File: src/design/spjq_pkg.sv
`timescale 1ns / 1ps
// ----------------------------------------------------------------------------
// spjq_pkg
// shared types and constants for the sorted priority job queue
// ----------------------------------------------------------------------------
package spjq_pkg;

    localparam int unsigned ID_W        = 10;
    localparam int unsigned CNT_W       = 10;
    localparam int unsigned DEPTH_DEF   = 64;

    // command codes
    localparam logic CMD_INSERT = 1'b0;
    localparam logic CMD_REMOVE = 1'b1;

    typedef struct packed {
        logic             command;
        logic [ID_W-1:0]  job_id;
        logic [CNT_W-1:0] dependent_count;
    } t_req;

    typedef struct packed {
        logic [ID_W-1:0] removed_job;
        logic            queue_empty;
        logic            insert_dropped;
    } t_rsp;

    // one stored job
    typedef struct packed {
        logic [CNT_W-1:0] cnt;
        logic [ID_W-1:0]  id;
    } t_entry;

    // operation broadcast to every cell
    typedef struct packed {
        logic   ins;
        logic   rem;
        t_entry din;
    } t_cell_op;

endpackage

File: src/design/spjq_if.sv
`timescale 1ns / 1ps
// ----------------------------------------------------------------------------
// spjq request and response channels
// valid/ready channels carrying a request or a response payload
// ----------------------------------------------------------------------------
interface spjq_req_if import spjq_pkg::*; ();
    logic valid;
    logic ready;
    t_req data;

    modport source (output valid, output data, input ready);
    modport sink   (input valid, input data, output ready);
endinterface

interface spjq_rsp_if import spjq_pkg::*; ();
    logic valid;
    logic ready;
    t_rsp data;

    modport source (output valid, output data, input ready);
    modport sink   (input valid, input data, output ready);
endinterface

File: src/design/sorted_priority_job_queue.sv
`timescale 1ns / 1ps
// ----------------------------------------------------------------------------
// sorted_priority_job_queue
// bounded job queue kept in descending dependent count order by a row of
// compare-and-shift cells; equal counts leave in arrival order
// ----------------------------------------------------------------------------
//  channel   dir  payload                                        accepted when
//  i_req     in   command, job_id, dependent_count                valid && ready
//  o_rsp     out  removed_job, queue_empty, insert_dropped        valid && ready
//
//  for every request all cells compare against the new count and move in
//  parallel, and the response is registered at the next edge
//  a new request is taken each cycle while the response register is free or
//  being drained, so a stalled sink holds at most one response
//  reset empties the queue by clearing the cell valid bits
// ----------------------------------------------------------------------------
module sorted_priority_job_queue import spjq_pkg::*; #(
    parameter int unsigned QUEUE_DEPTH = DEPTH_DEF
) (
    input  logic   i_clk,
    input  logic   i_rst_n,
    spjq_req_if.sink   i_req,
    spjq_rsp_if.source o_rsp
);

    // chain wires, one per cell
    logic   w_keep  [QUEUE_DEPTH];
    logic   w_valid [QUEUE_DEPTH];
    t_entry w_entry [QUEUE_DEPTH];

    logic     w_accept;
    logic     w_full;
    t_cell_op w_op;

    logic r_out_valid;
    t_rsp r_rsp;
    t_rsp n_rsp;

    // response register frees up when empty or drained this cycle
    assign i_req.ready = !r_out_valid || o_rsp.ready;
    assign w_accept    = i_req.valid && i_req.ready;

    // full when the tail cell holds a job
    assign w_full = w_valid[QUEUE_DEPTH-1];

    // broadcast operation; a full insert is dropped and leaves cells alone
    assign w_op.ins = w_accept && (i_req.data.command == CMD_INSERT) && !w_full;
    assign w_op.rem = w_accept && (i_req.data.command == CMD_REMOVE);
    assign w_op.din.cnt = i_req.data.dependent_count;
    assign w_op.din.id  = i_req.data.job_id;

    genvar g;
    generate
        for (g = 0; g < QUEUE_DEPTH; g++) begin : g_cell
            logic   w_lkeep;
            logic   w_lvalid;
            t_entry w_lentry;
            logic   w_rvalid;
            t_entry w_rentry;

            if (g == 0) begin : g_head
                // head cell: the new job lands here unless the head ranks at or above it
                assign w_lkeep  = 1'b1;
                assign w_lvalid = 1'b0;
                assign w_lentry = w_op.din;
            end else begin : g_mid
                assign w_lkeep  = w_keep[g-1];
                assign w_lvalid = w_valid[g-1];
                assign w_lentry = w_entry[g-1];
            end

            if (g == QUEUE_DEPTH-1) begin : g_tail
                // nothing beyond the tail shifts in on a remove
                assign w_rvalid = 1'b0;
                assign w_rentry = w_op.din;
            end else begin : g_body
                assign w_rvalid = w_valid[g+1];
                assign w_rentry = w_entry[g+1];
            end

            spjq_cell u_cell (
                .i_clk         (i_clk),
                .i_rst_n       (i_rst_n),
                .i_op          (w_op),
                .i_left_keep   (w_lkeep),
                .i_left_valid  (w_lvalid),
                .i_left_entry  (w_lentry),
                .i_right_valid (w_rvalid),
                .i_right_entry (w_rentry),
                .o_keep        (w_keep[g]),
                .o_valid       (w_valid[g]),
                .o_entry       (w_entry[g])
            );
        end
    endgenerate

    // response for the request taken this cycle
    always_comb begin
        n_rsp = '0;
        if (i_req.data.command == CMD_REMOVE) begin
            // pop the head; empty afterwards when nothing sits behind it
            n_rsp.removed_job = w_valid[0] ? w_entry[0].id : '0;
            n_rsp.queue_empty = !w_valid[1];
        end else begin
            // an insert always leaves at least one job in the queue
            n_rsp.queue_empty    = 1'b0;
            n_rsp.insert_dropped = w_full;
        end
    end

    always_ff @(posedge i_clk) begin
        if (!i_rst_n) begin
            r_out_valid <= 1'b0;
        end else if (w_accept) begin
            r_out_valid <= 1'b1;
        end else if (o_rsp.ready) begin
            r_out_valid <= 1'b0;
        end
    end

    always_ff @(posedge i_clk) begin
        if (w_accept) begin
            r_rsp <= n_rsp;
        end
    end

    assign o_rsp.valid = r_out_valid;
    assign o_rsp.data  = r_rsp;

endmodule

File: src/design/spjq_cell.sv
`timescale 1ns / 1ps
// ----------------------------------------------------------------------------
// spjq_cell
// one slot of the sorted chain: keeps, takes the new job, or shifts
// ----------------------------------------------------------------------------
module spjq_cell import spjq_pkg::*; (
    input  logic     i_clk,
    input  logic     i_rst_n,
    input  t_cell_op i_op,
    input  logic     i_left_keep,
    input  logic     i_left_valid,
    input  t_entry   i_left_entry,
    input  logic     i_right_valid,
    input  t_entry   i_right_entry,
    output logic     o_keep,
    output logic     o_valid,
    output t_entry   o_entry
);

    logic   r_valid;
    t_entry r_entry;
    logic   n_valid;
    t_entry n_entry;

    // entry stays in place on insert when it ranks at or above the new one
    assign o_keep  = r_valid && (r_entry.cnt >= i_op.din.cnt);
    assign o_valid = r_valid;
    assign o_entry = r_entry;

    always_comb begin
        n_valid = r_valid;
        n_entry = r_entry;
        if (i_op.rem) begin
            n_valid = i_right_valid;
            n_entry = i_right_entry;
        end else if (i_op.ins && !o_keep) begin
            if (i_left_keep) begin
                n_valid = 1'b1;
                n_entry = i_op.din;
            end else begin
                n_valid = i_left_valid;
                n_entry = i_left_entry;
            end
        end
    end

    always_ff @(posedge i_clk) begin
        if (!i_rst_n) begin
            r_valid <= 1'b0;
        end else begin
            r_valid <= n_valid;
        end
    end

    always_ff @(posedge i_clk) begin
        r_entry <= n_entry;
    end

endmodule
File: src/flat_wrapper.sv
// flat-port wrapper written by rule: the top's interface ports become plain ports
module sorted_priority_job_queue_flat import spjq_pkg::*;
#(
    parameter int unsigned QUEUE_DEPTH = DEPTH_DEF
)
  (i_clk, i_rst_n, i_req_valid, i_req_data, i_req_ready, o_rsp_valid, o_rsp_data, o_rsp_ready);
  spjq_req_if i_req_i ();
  spjq_rsp_if o_rsp_i ();
  input  logic i_clk;
  input  logic i_rst_n;
  input wire logic [$bits(i_req_i.valid)-1:0] i_req_valid;
  input wire logic [$bits(i_req_i.data)-1:0] i_req_data;
  output wire logic [$bits(i_req_i.ready)-1:0] i_req_ready;
  output wire logic [$bits(o_rsp_i.valid)-1:0] o_rsp_valid;
  output wire logic [$bits(o_rsp_i.data)-1:0] o_rsp_data;
  input wire logic [$bits(o_rsp_i.ready)-1:0] o_rsp_ready;
  assign i_req_i.valid = i_req_valid;
  assign i_req_i.data = i_req_data;
  assign i_req_ready = i_req_i.ready;
  assign o_rsp_valid = o_rsp_i.valid;
  assign o_rsp_data = o_rsp_i.data;
  assign o_rsp_i.ready = o_rsp_ready;
  sorted_priority_job_queue #(.QUEUE_DEPTH(QUEUE_DEPTH)) u_core (.i_clk(i_clk), .i_rst_n(i_rst_n), .i_req(i_req_i), .o_rsp(o_rsp_i));
endmodule
File: config.mk
export PLATFORM = sky130hd
export DESIGN_NAME = sorted_priority_job_queue_flat
export DESIGN_NICKNAME = d
export VERILOG_FILES = /design/src/design/spjq_pkg.sv /design/src/design/spjq_if.sv /design/src/design/sorted_priority_job_queue.sv /design/src/design/spjq_cell.sv /design/src/flat_wrapper.sv
export SDC_FILE = /design/constraint.sdc
export NUM_CORES = 2
export LEC_CHECK = 0
export BUFFER_PORTS_ARGS = -buffer_cell sky130_fd_sc_hd__buf_2
export CORE_MARGIN = 2
export CORE_UTILIZATION = 62
export CTS_CLUSTER_DIAMETER = 80
export DETAILED_ROUTE_END_ITERATION = 7
export PLACE_DENSITY = 0.78
export RECOVER_POWER = 25
export SYNTH_ARGS = -nofsm -noshare
export SYNTH_HDL_FRONTEND = slang
export SYNTH_SLANG_ARGS = --single-unit
File: constraint.sdc
create_clock -name i_clk -period 6.4 [get_ports i_clk]
set_input_delay 1.28 -clock i_clk [delete_from_list [all_inputs] [get_ports i_clk]]
set_output_delay 1.28 -clock i_clk [all_outputs]
set_load 0.005 [all_outputs]
# After elaboration in Yosys (flattened, before gate mapping)
# Index checks and enable logic that the tools add are counted.
dict set report totals {
  regBits 1357
  wordCells 911
}
dict set report op_classes {
  magnitude_cmp 64
  mux 382
  bitwise 2
  n_reduce_logical 267
}
# op n
set op_table {}
lappend op_table {{20-bit 2-to-1 mux} 191}
lappend op_table {{10-bit >= comparator} 64}
lappend op_table {{1-bit 2-to-1 mux} 191}
lappend op_table {{1-bit logical AND} 132}
lappend op_table {{2-bit nonzero test} 65}
lappend op_table {{1-bit zero test} 67}
lappend op_table {{1-bit inverter} 2}
lappend op_table {{2-bit AND reduction} 1}
lappend op_table {{2-bit OR reduction} 1}
lappend op_table {{1-bit logical OR} 1}

# Logic depth before layout (Yosys ltp)
dict set report depth {
  depth_word 8
  depth_mapped 12
  depth_no_buf 8
}

# Hierarchy
# Synthesis repeated with hierarchy kept, for this count alone.
dict set report hier_totals {
  cells_unflattened 8546
  hier_area_um2 87012.2
}
# mod instances cells_per_inst area_per_inst_um2 seq_area_each_um2
set modules_own_cells {}
lappend modules_own_cells {spjq_cell 64 133 1351.3 620.6}
lappend modules_own_cells {sorted_priority_job_queue 1 34 529.3 380.4}

# Worst setup path after synthesis
# Ideal clock, no wire load.
dict set report synth_timing {
  path_kind {input-to-reg}
  start {input port i_req_data[3]}
  end {register u_core.g_cell[9].u_cell.r_entry (netlist bit u_core.g_cell[9].u_cell.o_entry[0]) (enable)}
  setup_ps 397
  t_arrival_ps 5289
  t_required_ps 6003
  slack_ps 715
  stages 11
  path_cell_list {clkbuf_1 clkbuf_1 inv_1 ha_1 a21o_1 a21oi_1 nor2b_1 o41ai_4 buf_2 nor2_1 nor2_1}
}
dict set report synth_via {
  elab_chain_cells 5
}
# element line
set synth_lines {}
lappend synth_lines {{start: declaration} flat_wrapper.sv:12} ;# input wire logic [$bits(i_req_i.data)-1:0] i_req_data;
lappend synth_lines {{10-bit >= comparator} spjq_cell.sv:26} ;# assign o_keep = r_valid && (r_entry.cnt >= i_op.din.cnt);
lappend synth_lines {{1-bit logical AND} spjq_cell.sv:26}
lappend synth_lines {{1-bit zero test} spjq_cell.sv:36} ;# end else if (i_op.ins && !o_keep) begin
lappend synth_lines {{1-bit logical AND} spjq_cell.sv:36}
lappend synth_lines {{2-bit nonzero test (no line)} n/a}
lappend synth_lines {{end signal: assignment} spjq_cell.sv:56} ;# r_entry <= n_entry;
lappend synth_lines {{end: declaration} spjq_cell.sv:21} ;# t_entry r_entry;
# No other way between the ends.
# A chain may end at the register's enable or synchronous reset.

# Final worst setup path
dict set report layout_timing {
  start {input port i_req_data[8]}
  end {register u_core.g_cell[45].u_cell.r_entry (netlist bit u_core.g_cell[45].u_cell.o_entry[6]) (enable)}
}
dict set report layout_via {
  elab_chain_cells 5
}
# element line
set layout_lines {}
lappend layout_lines {{10-bit >= comparator} spjq_cell.sv:26}
lappend layout_lines {{1-bit logical AND} spjq_cell.sv:26}
lappend layout_lines {{1-bit zero test} spjq_cell.sv:36}
lappend layout_lines {{1-bit logical AND} spjq_cell.sv:36}
lappend layout_lines {{2-bit nonzero test (no line)} n/a}
lappend layout_lines {{end signal: assignment} spjq_cell.sv:56}
lappend layout_lines {{end: declaration} spjq_cell.sv:21}
# No other way between the ends.

==> results.sh <==
export IMPL_drc=0
export IMPL_cpMostUsedCell="buf_4"
export IMPL_power_density_mw_per_mm2=286
export IMPL_post_cts_buffers=0
export IMPL_path_cells="buf_4 -> clkinvlp_2 -> buf_4 -> ha_1 -> nand2_1 -> o21ai_0 -> o41ai_4 -> clkbuf_1 -> nor2_1 -> nor2_1 -> buf_4"
export IMPL_top_usage_layer="met2"
export IMPL_die_width_um=366
export IMPL_ys_seq_area_share_pct=49.3
export IMPL_synthXorXnorAreaFrac_pct=0
export IMPL_crit_fanout=23
export IMPL_io_buffers=38
export IMPL_synth_compound_area_share_pct=16.1
export IMPL_maxSlewHeadroom_pct=-183
export IMPL_cts_buffers=149
export IMPL_synth_mux_area_share_pct=7.82
export IMPL_r2r_slack_ns=1.85
export IMPL_cts_root_to_sink_buffers=3
export IMPL_min_from="u_core.g_cell[42].u_cell.o_valid"
export IMPL_wl_per_cell_um=24.0
export IMPL_cts_resized=0
export IMPL_htreeDepth=4
export IMPL_worstSetupStartpointType="primary input"
export IMPL_violations="max-capacitance violations, max-slew violations"
export IMPL_synth_edf_count=1292
export IMPL_syn_num_nets=8340
export IMPL_final_cell_mix="1292 x edfxtp_1, 1223 x nand2_1, 630 x ha_1"
export IMPL_ir_drop_v=0.000303
export IMPL_hold_class="reg2reg"
export IMPL_core_area_sq_mm=0.130
export IMPL_num_vias=63472
export IMPL_grt_max_degree=209
export IMPL_nNetsFinal=8110
export IMPL_routed_wl_mm=224
export IMPL_rsz0062_at_grt="false"
export IMPL_r2r_cells=9
export IMPL_start_util_pct=62.6
export IMPL_final_fill_count=9818
export IMPL_finalSetupTns_ns=0
export IMPL_tightest_slew_ns=4.25
export IMPL_leakage_nw=35.0
export IMPL_postRouteAntennaNets=0
export IMPL_antenna_found_initial=3
export IMPL_cts_tree="yes"
export IMPL_yosysUniqueCellTypes=44
export IMPL_critPathMaxStageDelay_ns=1.26
export IMPL_synth_seq_cells=1357
export IMPL_period_minus_slack_ns=5.20
export IMPL_syn_avg_cell_area_sq_um=10.6
export IMPL_clkTransAtPathRegs_ns=0.06
export IMPL_required_ns=6.87
export IMPL_insertion_delay_ns=0.80
export IMPL_grt_total_usage_pct=32.4
export IMPL_met1_usage_pct=44.4
export IMPL_grt_ovfl_total=0
export IMPL_rows=132
export IMPL_finalMaxSlewViolations=317
export IMPL_critPathLaunch="i_req_data[8]"
export IMPL_crit_path_top_delay_cell="clkinvlp_2"
export IMPL_drtPass1Iterations=6
export IMPL_status="complete, but fails checks"
export IMPL_io_pins=39
export IMPL_whs_endpoint="u_core.g_cell[42].u_cell.o_valid"
export IMPL_fin_skew_ns=0.0212
export IMPL_hold_depth=2
export IMPL_grt_pass1_vias=62656
export IMPL_synth_top_family_by_area="compound AO/OA/AOI/OAI gates"
export IMPL_maxCapViolCount=6
export IMPL_hold_violations=0
export IMPL_whs_ns=0.513
export IMPL_cts_num_sinks=1357
export IMPL_synthAdderAreaFrac_pct=9.69
export IMPL_cp_end_kind="flop"
export IMPL_grt_pass1_wl_mm=350
export IMPL_arrival_ns=5.67
export IMPL_gp_congestion=0.879
export IMPL_die_area_sq_mm=0.134
export IMPL_netlist_area_sq_mm=0.0813
export IMPL_die_h_um=366
export IMPL_drtIter0Drc=7887
export IMPL_met3_usage_pct=5.84
export IMPL_area_growth_pct=7.02
export IMPL_setup_viol=0
export IMPL_yosys_area_share_simple_pct=12.8
export IMPL_drive_gt1_share_pct=6.99
export IMPL_cts_hold_buf=0
export IMPL_use_met2_pct=51.7
export IMPL_worstSetupPathType="in2reg"
export IMPL_worst_r2r_endpoint="u_core.g_cell[41].u_cell.o_valid"
export IMPL_synth_flop_cell="edfxtp_1"
export IMPL_synth_warnings=0
export IMPL_dp_hpwl_mm=144
export IMPL_synth_async_reset_ratio_pct=0
export IMPL_fin_crit_sh_pct=81.2
export IMPL_synth_cells=7685
export IMPL_root_buffer="clkbuf_16"
export IMPL_via_per_inst=6.81
export IMPL_mostFrequentLayoutCell="edfxtp_1"
export IMPL_clock_fmax_mhz=192
export IMPL_r2r_start="u_core.o_rsp.valid"
critical path: cells and delay by family:
| family | cells | cell delay [ns] |
|---|---|---|
| buffers and inverters | 5 | 2.92 |
| AND/OR/NAND/NOR | 3 | 0.29 |
| adder cells (fa/ha/maj) | 1 | 0.33 |
| AO/OA/AOI/OAI | 2 | 0.79 |
synth_stat cells, types with 16 or more instances:
cell type,count,share of area (%)
clkbuf_1,268,1.2
and3_1,16,0.12
inv_1,85,0.39
ha_1,630,9.7
a41o_1,17,0.21
a211oi_1,17,0.16
nand2_1,1236,5.7
o21ai_0,353,2.2
o21bai_1,17,0.16
o221ai_1,118,1.3
o211ai_1,571,5.3
a21oi_1,397,2.4
o41ai_4,39,1.3
edfxtp_1,1292,48
buf_2,259,1.6
o311ai_4,17,0.55
mux2_2,20,0.28
buf_4,18,0.17
mux2i_1,613,7.5
buf_1,50,0.23
o21a_1,44,0.41
buf_6,45,0.62
a21o_1,48,0.44
nand2b_1,64,0.49
o21ai_1,260,1.6
nand3_1,628,3.9
nor2b_1,41,0.32
nor2_1,371,1.7
nand4_1,62,0.48
dfxtp_1,65,1.6
per-layer routing:
layer	wire, um	vias to the layer above
met5	9	-
met4	7540	2
met3	21400	538
met2	104000	3475
met1	90600	30973
li1	-	28484
power breakdown:
part | switching [mW] | internal (mW)
clock network | 3.65 | 4.78
registers | 0.863 | 11.2
logic | 2.77 | 1.65
total | 7.29 | 17.6
layout make-up:
cell class / instances / area, sq um / area share [%]
Tap cell: 1742 / 2180 / 2.50
Timing Repair Buffer: 259 / 2050 / 2.35
Inverter: 86 / 343 / 0.394
Sequential cell: 1357 / 40100 / 46.1
Clock buffer: 202 / 4060 / 4.67
Antenna cell: 2 / 5.00 / 0.00575
Multi-Input combinational cell: 5602 / 37700 / 43.3
Clock inverter: 71 / 592 / 0.680
cells by family after synthesis:
group / after synthesis
buffers and inverters: 726
AOI/OAI and AO/OA: 1911
and+or+nand+nor: 2428
DFF: 1357
muxes: 633
adders and majority gates: 630
worst max-delay path by stage:
stage                                                     end  slack, ns
after floorplan            u_core.g_cell[9].u_cell.o_entry[0]       0.71
after global placement    u_core.g_cell[17].u_cell.o_entry[7]       1.62
after detailed placement     u_core.g_cell[42].u_cell.o_valid       1.46
after CTS                    u_core.g_cell[42].u_cell.o_valid       2.29
after global routing      u_core.g_cell[30].u_cell.o_entry[5]       1.09
final                     u_core.g_cell[45].u_cell.o_entry[6]       1.20
sequential cells by signal (all words and copies together) (netlist names):
register                      flops
u_core.g_cell.u_cell.o_valid     64
u_core.o_rsp.valid                1
u_core.g_cell.u_cell.o_entry   1280
u_core.o_rsp.data                12
per-stage QoR:
stage / cell area (sq um) / util (%) / total power [mW] / cells / worst slack [ns]
2_1_floorplan: 81300 / - / 15.1 / 7685 / 0.715
3_3_place_gp: 82600 / 63.7 / 16.3 / 9046 / 1.62
3_5_place_dp: 82600 / 63.7 / 16.5 / 9046 / 1.46
4_1_cts: 87300 / 67.2 / 24.9 / 9319 / 2.29
5_1_grt: 87000 / 67.0 / 25.8 / 9319 / 1.09
6_report: 87000 / 67.0 / 24.9 / 9321 / 1.20
(Power assumes the default switching activity.)
